File: src/sse_pkg.sv
// sse_pkg: shared types and constants of the silhouette score engine
// command and status structs between controller and datapath
// no dependencies
package sse_pkg;

    // fixed field widths of the item ports
    localparam int FIELD_W = 16;
    localparam int LABEL_W = 4;
    localparam int CFG_W   = 5;

    // cluster table index selection
    localparam logic [1:0] IX_IN   = 2'd0;
    localparam logic [1:0] IX_OWN  = 2'd1;
    localparam logic [1:0] IX_C    = 2'd2;
    localparam logic [1:0] IX_LABJ = 2'd3;

    // divider operand selection
    localparam logic [1:0] DV_SUM   = 2'd0;
    localparam logic [1:0] DV_SCORE = 2'd1;
    localparam logic [1:0] DV_MEAN  = 2'd2;
    localparam logic [1:0] DV_TOTAL = 2'd3;

    typedef struct packed {
        logic       load;
        logic       i_clr;
        logic       i_inc;
        logic       rd_i;
        logic       rd_j;
        logic       cap_i;
        logic       cap_j;
        logic       j_clr;
        logic       sq;
        logic       sqrt_go;
        logic       acc;
        logic       div_go;
        logic [1:0] div_sel;
        logic       a_cap;
        logic       b_zero;
        logic       b_cap;
        logic       c_clr;
        logic       c_inc;
        logic       s_spec;
        logic       s_div;
        logic       tot_clr;
        logic       m_cap;
        logic       m_zero;
        logic       t_cap;
        logic       run_clr;
        logic [1:0] idx_sel;
    } t_cmd;

    typedef struct packed {
        logic i_end;
        logic j_end;
        logic c_end;
        logic own_skip;
        logic c_is_own;
        logic c_empty;
        logic one_cluster;
        logic trivial;
        logic sqrt_done;
        logic div_done;
        logic out_taken;
    } t_sts;

endpackage

File: src/sse_ctrl.sv
// sse_ctrl: sequencer for loading, the pairwise pass and result output
// depends on sse_pkg
module sse_ctrl
    import sse_pkg::*;
(
    input  logic i_clk,
    input  logic i_rst_n,
    input  logic i_in_valid,
    input  logic i_last_point,
    input  t_sts i_sts,
    output t_cmd o_cmd,
    output logic o_in_stall
);
    localparam logic [4:0] ST_IDLE = 5'd0;
    localparam logic [4:0] ST_RDI  = 5'd1;
    localparam logic [4:0] ST_CAPI = 5'd2;
    localparam logic [4:0] ST_RDJ  = 5'd3;
    localparam logic [4:0] ST_CAPJ = 5'd4;
    localparam logic [4:0] ST_SQR  = 5'd5;
    localparam logic [4:0] ST_SQGO = 5'd6;
    localparam logic [4:0] ST_SQW  = 5'd7;
    localparam logic [4:0] ST_AGO  = 5'd8;
    localparam logic [4:0] ST_AWT  = 5'd9;
    localparam logic [4:0] ST_BSEL = 5'd10;
    localparam logic [4:0] ST_BWT  = 5'd11;
    localparam logic [4:0] ST_SGO  = 5'd12;
    localparam logic [4:0] ST_SWT  = 5'd13;
    localparam logic [4:0] ST_MGO  = 5'd14;
    localparam logic [4:0] ST_MWT  = 5'd15;
    localparam logic [4:0] ST_MOUT = 5'd16;
    localparam logic [4:0] ST_TGO  = 5'd17;
    localparam logic [4:0] ST_TWT  = 5'd18;
    localparam logic [4:0] ST_TOUT = 5'd19;

    logic [4:0] r_state;
    logic [4:0] n_state;

    always_ff @(posedge i_clk) begin
        if (!i_rst_n) begin
            r_state <= ST_IDLE;
        end else begin
            r_state <= n_state;
        end
    end

    // next state and commands
    always_comb begin
        n_state = r_state;
        o_cmd   = '0;
        case (r_state)
            ST_IDLE: begin
                o_cmd.idx_sel = IX_IN;
                if (i_in_valid) begin
                    o_cmd.load = 1'b1;
                    if (i_last_point) begin
                        o_cmd.i_clr = 1'b1;
                        n_state     = ST_RDI;
                    end
                end
            end
            // outer loop over stored points
            ST_RDI: begin
                if (i_sts.i_end) begin
                    o_cmd.c_clr   = 1'b1;
                    o_cmd.tot_clr = 1'b1;
                    n_state       = ST_MGO;
                end else begin
                    o_cmd.rd_i = 1'b1;
                    n_state    = ST_CAPI;
                end
            end
            ST_CAPI: begin
                o_cmd.cap_i = 1'b1;
                if (i_sts.own_skip) begin
                    o_cmd.i_inc = 1'b1;
                    n_state     = ST_RDI;
                end else begin
                    o_cmd.j_clr = 1'b1;
                    n_state     = ST_RDJ;
                end
            end
            // inner loop, one distance per pair
            ST_RDJ: begin
                if (i_sts.j_end) begin
                    n_state = ST_AGO;
                end else begin
                    o_cmd.rd_j = 1'b1;
                    n_state    = ST_CAPJ;
                end
            end
            ST_CAPJ: begin
                o_cmd.cap_j = 1'b1;
                n_state     = ST_SQR;
            end
            ST_SQR: begin
                o_cmd.sq = 1'b1;
                n_state  = ST_SQGO;
            end
            ST_SQGO: begin
                o_cmd.sqrt_go = 1'b1;
                n_state       = ST_SQW;
            end
            ST_SQW: begin
                o_cmd.idx_sel = IX_LABJ;
                if (i_sts.sqrt_done) begin
                    o_cmd.acc = 1'b1;
                    n_state   = ST_RDJ;
                end
            end
            // mean distance to own cluster
            ST_AGO: begin
                o_cmd.idx_sel = IX_OWN;
                o_cmd.div_go  = 1'b1;
                o_cmd.div_sel = DV_SUM;
                n_state       = ST_AWT;
            end
            ST_AWT: begin
                if (i_sts.div_done) begin
                    o_cmd.a_cap = 1'b1;
                    o_cmd.c_clr = 1'b1;
                    n_state     = ST_BSEL;
                end
            end
            // least mean distance to other clusters, an empty one giving zero
            ST_BSEL: begin
                o_cmd.idx_sel = IX_C;
                if (i_sts.one_cluster || i_sts.c_end) begin
                    n_state = ST_SGO;
                end else if (i_sts.c_is_own) begin
                    o_cmd.c_inc = 1'b1;
                end else if (i_sts.c_empty) begin
                    o_cmd.b_zero = 1'b1;
                    o_cmd.c_inc  = 1'b1;
                end else begin
                    o_cmd.div_go  = 1'b1;
                    o_cmd.div_sel = DV_SUM;
                    n_state       = ST_BWT;
                end
            end
            ST_BWT: begin
                if (i_sts.div_done) begin
                    o_cmd.b_cap = 1'b1;
                    o_cmd.c_inc = 1'b1;
                    n_state     = ST_BSEL;
                end
            end
            // point score
            ST_SGO: begin
                o_cmd.idx_sel = IX_OWN;
                if (i_sts.one_cluster || i_sts.trivial) begin
                    o_cmd.s_spec = 1'b1;
                    o_cmd.i_inc  = 1'b1;
                    n_state      = ST_RDI;
                end else begin
                    o_cmd.div_go  = 1'b1;
                    o_cmd.div_sel = DV_SCORE;
                    n_state       = ST_SWT;
                end
            end
            ST_SWT: begin
                o_cmd.idx_sel = IX_OWN;
                if (i_sts.div_done) begin
                    o_cmd.s_div = 1'b1;
                    o_cmd.i_inc = 1'b1;
                    n_state     = ST_RDI;
                end
            end
            // per-cluster means
            ST_MGO: begin
                o_cmd.idx_sel = IX_C;
                if (i_sts.c_end) begin
                    n_state = ST_TGO;
                end else if (i_sts.c_empty) begin
                    o_cmd.m_cap  = 1'b1;
                    o_cmd.m_zero = 1'b1;
                    o_cmd.c_inc  = 1'b1;
                    n_state      = ST_MOUT;
                end else begin
                    o_cmd.div_go  = 1'b1;
                    o_cmd.div_sel = DV_MEAN;
                    n_state       = ST_MWT;
                end
            end
            ST_MWT: begin
                if (i_sts.div_done) begin
                    o_cmd.m_cap = 1'b1;
                    o_cmd.c_inc = 1'b1;
                    n_state     = ST_MOUT;
                end
            end
            ST_MOUT: begin
                if (i_sts.out_taken) begin
                    n_state = ST_MGO;
                end
            end
            // overall mean
            ST_TGO: begin
                o_cmd.div_go  = 1'b1;
                o_cmd.div_sel = DV_TOTAL;
                n_state       = ST_TWT;
            end
            ST_TWT: begin
                if (i_sts.div_done) begin
                    o_cmd.t_cap = 1'b1;
                    n_state     = ST_TOUT;
                end
            end
            ST_TOUT: begin
                if (i_sts.out_taken) begin
                    o_cmd.run_clr = 1'b1;
                    n_state       = ST_IDLE;
                end
            end
            default: begin
                n_state = ST_IDLE;
            end
        endcase
    end

    assign o_in_stall = r_state != ST_IDLE;

endmodule

File: config.mk
export PLATFORM = sky130hd
export DESIGN_NAME = sse_ctrl
export DESIGN_NICKNAME = d
export VERILOG_FILES = /design/src/sse_pkg.sv /design/src/sse_ctrl.sv
export SDC_FILE = /design/constraint.sdc
export NUM_CORES = 1
export LEC_CHECK = 0
export ABC_CLOCK_PERIOD_IN_PS = 1680
export BUFFER_PORTS_ARGS = -buffer_cell sky130_fd_sc_hd__buf_2
export CORE_UTILIZATION = 41
export DETAILED_ROUTE_END_ITERATION = 8
export HOLD_SLACK_MARGIN = 0.06
export PLACE_DENSITY_LB_ADDON = 0.05
export SLEW_MARGIN = 10
export SYNTH_ARGS = -nofsm -noshare
export SYNTH_HDL_FRONTEND = slang
export SYNTH_SLANG_ARGS = --single-unit
File: constraint.sdc
create_clock -name i_clk -period 1.68 [get_ports i_clk]
set_input_delay 0.168 -clock i_clk [delete_from_list [all_inputs] [get_ports i_clk]]
set_output_delay 0.168 -clock i_clk [all_outputs]
set_load 0.005 [all_outputs]
Word-level counts from Yosys, hierarchy flattened
Cells that the tools add are included.
W data, S select, Z words.
{"block": "word_totals", "regBits": 5, "output_inout_bits": 29}
{"block": "op_classes", "eq_ne": 30, "muxes": 68, "n_reduce_logical": 9}
{"op": "$pmux W5 S19", "n": 1}
{"op": "$mux W5", "n": 14}
{"op": "$eq A5 B4 Y1 const B", "n": 8}
{"op": "$mux W1", "n": 33}
{"op": "$eq A5 B3 Y1 const B", "n": 4}
{"op": "$eq A5 B5 Y1 const B", "n": 4}
{"op": "$mux W3", "n": 6}
{"op": "$ne A2 B2 Y1 const B", "n": 8}
{"op": "$pmux W3 S5", "n": 1}
{"op": "$mux W4", "n": 3}
{"op": "$reduce_and A11 Y1", "n": 1}
{"op": "$eq A5 B2 Y1 const B", "n": 2}
{"op": "$mux W2", "n": 5}
{"op": "$ne A3 B3 Y1 const B", "n": 2}
{"op": "$pmux W1 S3", "n": 2}
{"op": "$pmux W2 S3", "n": 1}
{"op": "$reduce_or A2 Y1", "n": 3}
{"op": "$eq A5 B1 Y1 const B", "n": 1}
{"op": "$logic_not A5 Y1", "n": 1}
{"op": "$reduce_bool A5 Y1", "n": 1}
{"op": "$pmux W1 S2", "n": 2}
{"op": "$reduce_or A3 Y1", "n": 1}
{"op": "$logic_or A1 B1 Y1", "n": 2}
{"op": "$ne A2 B1 Y1 const B", "n": 1}

Logic depth before layout (Yosys ltp)
{"block": "logic_depth", "ltp_word": 4, "ltp_mapped": 7, "ltp_nobuf": 5}

Least setup slack after synthesis
OpenSTA, ideal clock, no wires.
{"block": "synth_timing", "kind": "flip-flop to flip-flop", "startpoint": "register r_state[0]", "endpoint": "register r_state[3]", "setup_ps": 122, "arrival_ps": 1615, "path_slack_ps": -57, "path_stages_with_launch": 6, "path_buffers": 0, "synth_period_minus_slack_ps": 1737, "path_cell_list": "dfxtp_1 > or3b_4 > or3_1 > and4_4 > a21o_1 > o311a_1"}
{"block": "synth_via", "elab_chain_len": 4}
{"element": "start, declared", "line": "sse_ctrl.sv:35", "text": "logic [4:0] r_state;"}
{"element": "start signal, assigned", "line": "sse_ctrl.sv:42", "text": "r_state <= n_state;"}
{"element": "$eq A5 B4 Y1", "line": "sse_ctrl.sv:50", "text": "case (r_state)"}
{"element": "$reduce_or A2 Y1 (no line)"}
{"element": "$ne A2 B1 Y1 (no line)"}
{"element": "$reduce_and A11 Y1 (no line)"}
Several ways; a longest one is shown, not always the timed one.
A chain may end at the register's enable or synchronous reset.

==> flow_summary.toml <==
[floorplan]
fp.dieH_um = 48.9
row_count = 16
die_width_um = 48.9
dieArea_mm2 = 0.00239
fp.coreArea_mm2 = 0.00202
initial_utilization_pct = 44.6
boundaryPins = 44

[drt]
drt-pass1-iter-count = 4
drt_iter0_markers = 76
vias = 1524
remaining_drc_errors = 0
viasPerCell = 5.88
wl_per_cell_um = 16.6
ant_nets = 0
wl_um = 4300

[sta]
hold_violations = 0
rsz0062_at_grt = "true"
slew_violations = 0
max_freq_mhz = 550
min_period_ps = 1820
max_slew_margin_pct = 76.0
setup_viol = 17
finalCritPeriodShare_pct = 108
fin_skew_ps = 9.54
final.setup.worst_slack_ps = -138
tightestPinTransition_ps = 357

[cts]
worst_skew_pair.late_latency_ps = 250
holdBufCountCts = 0
clock-sinks = 5
cts_tree = "done"
clk_pin_slew_ps = 50
cts_max_level = 1
clockRootBuffer = "clkbuf_4"
cts_buffer_depth = 2
cts-buffers-inserted = 3

[status]
status = "finished with violations"
violations = "setup timing"

[grt]
grt_pass1_vias = 1401
grt_max_degree = 15
grt_usage_pct = 32.0
grt_pass1_wl_um = 6150
grt_overflow_total = 0
antenna_found_initial = 0

[final_layout]
layout_common_cells = "buf_4 (43), buf_2 (42), nor2_1 (15)"
drive_above_1_share_pct = 59.1
syn_to_final_growth_pct = 95.6
largestRegisters = "r_state x5"
layout_commonest_cell = "buf_4"
antennaDiodeCount = 0
largest_register_ffs = 5
fin_util_pct = 87.1
max_flop_register = "r_state"
finalInstanceArea_mm2 = 0.00176
finalNonFillerCells = 259
final_nets = 248

[power_and_ir_drop]
powerDensity_mw_per_mm2 = 1300
irDropWorstVdd_mv = 1.19
leakagePower_nw = 0.859
power_w = 0.00230

[worst_setup_path]
cp-start-kind = "register"
r2r.worst_path.cells = 7
worstPathMaxFanout = 10
r2r_end = "r_state[3]$_SDFFE_PN0P_"
cp-end-kind = "output port"
cp.required_ps = 1510
crit_arrival_ps = 1650
reg2reg_setup_slack_ps = -70
rr_startpoint = "r_state[0]$_SDFFE_PN0P_"
crit_type = "reg2out"

[place]
dpl-instance-area_mm2 = 0.00143
post-place-cells = 243
place.gp.congestion = 0.918
portBuffers = 43
post-place-ws_ps = -49.4
dp_hpwl_um = 2660

[synth]
yosys_most_used_dff = "dfxtp_1"
ys_ff_latch = 5
yosysSeqAreaShare_pct = 11.1
avgSynthCellArea_um2 = 6.26
synthArstFlopShare_pct = 0
synth_cells = 144
syn_nets = 159
synth_cell_type_count = 43
synth-edff-count = 0
syn_area_um2 = 901
yosysWarnings = 0

[job]
max-cap-violations = 0

[worst_hold_path]
hold_class = "in2reg"
min_to = "r_state[3]$_SDFFE_PN0P_"
worstHoldStart = "i_rst_n"
hold_depth = 2
[repair_timing]
item                                    CTS  global route
pin swaps                                 8            11
setup buffers                             8             5
resized for setup                        29            26
endpoints found under the setup margin   19            22
[worst max-delay path: stages, from the launching register on]
cell and delay [ps]:
dfxtp_4 350, buf_12 150, nor3b_4 230, buf_4 160, and4_4 210, a21oi_2 50
nor2_1 130, buf_2 130
[cell usage after synthesis (all sizes together) (3+ instances only)]
cell type,n,area share [%]
a21oi,13,7.2
or2,3,2.1
nand2b,5,3.5
nor3b,5,4.2
nand2,13,5.4
o21ai,3,1.7
nor2b,5,3.5
inv,6,2.5
a21o,4,3.3
nor4b,3,2.9
clkbuf,8,3.3
nor3,10,5.6
nand3,5,2.8
dfxtp,5,11
o211ai,4,3.3
nor2,18,7.5
buf,3,1.7
[cell families (layout without fill, tap and decap cells)]
logic type	Yosys count	in the layout	synth area share [%]
compound gates	36	36	26.7
xor+xnor	1	1	0.972
buf+inv	18	106	7.92
flops	5	5	11.1
mux	1	1	1.25
simple gates	83	83	52.1
[metrics by stage]
step,hold slack (ps),TNS (ps)
global placement,436,-28.3
global route,177,-1900
detailed placement,439,-107
CTS,178,-139
finish,176,-777
floorplan,314,-2.16
[worst max path at each step]
stage                       startpoint  slack [ps]                      end  cells after the start
2_1_floorplan  r_state[0]$_SDFFE_PN0P_          -2  r_state[3]$_SDFFE_PN0P_                      5
6_report       r_state[0]$_SDFFE_PN0P_        -140                 o_cmd[5]                      7
3_5_place_dp   r_state[4]$_SDFFE_PN0P_         -50  r_state[4]$_SDFFE_PN0P_                      5
4_1_cts        r_state[0]$_SDFFE_PN0P_         -40                 o_cmd[5]                      7
3_3_place_gp   r_state[3]$_SDFFE_PN0P_         -20  r_state[2]$_SDFFE_PN0P_                      6
5_1_grt        r_state[0]$_SDFFE_PN0P_        -200                 o_cmd[5]                      7
[area by class of cell]
class	instances	area [um^2]
multi-input combinational	121	896
timing repair buffer	95	658
fill	120	260
sequential	5	114
inverter	7	33.8
tap	27	33.8
clock buffer	4	26.3
[report_power, final]
group	switching, W	total, W	internal [W]
registers	0.0000593	0.000235	0.000176
clock network	0.0000580	0.000148	0.0000903
logic	0.000938	0.00191	0.000975
[per-layer routing]
metal	track usage [%]	part of all wire (%)	up-vias
met3	1.56	7.8	4
met1	38.2	39	719
met5	0	0	-
met2	60.9	53	99
met4	9.31	0.95	0
li1	-	-	702
(Power assumes the default switching activity.)
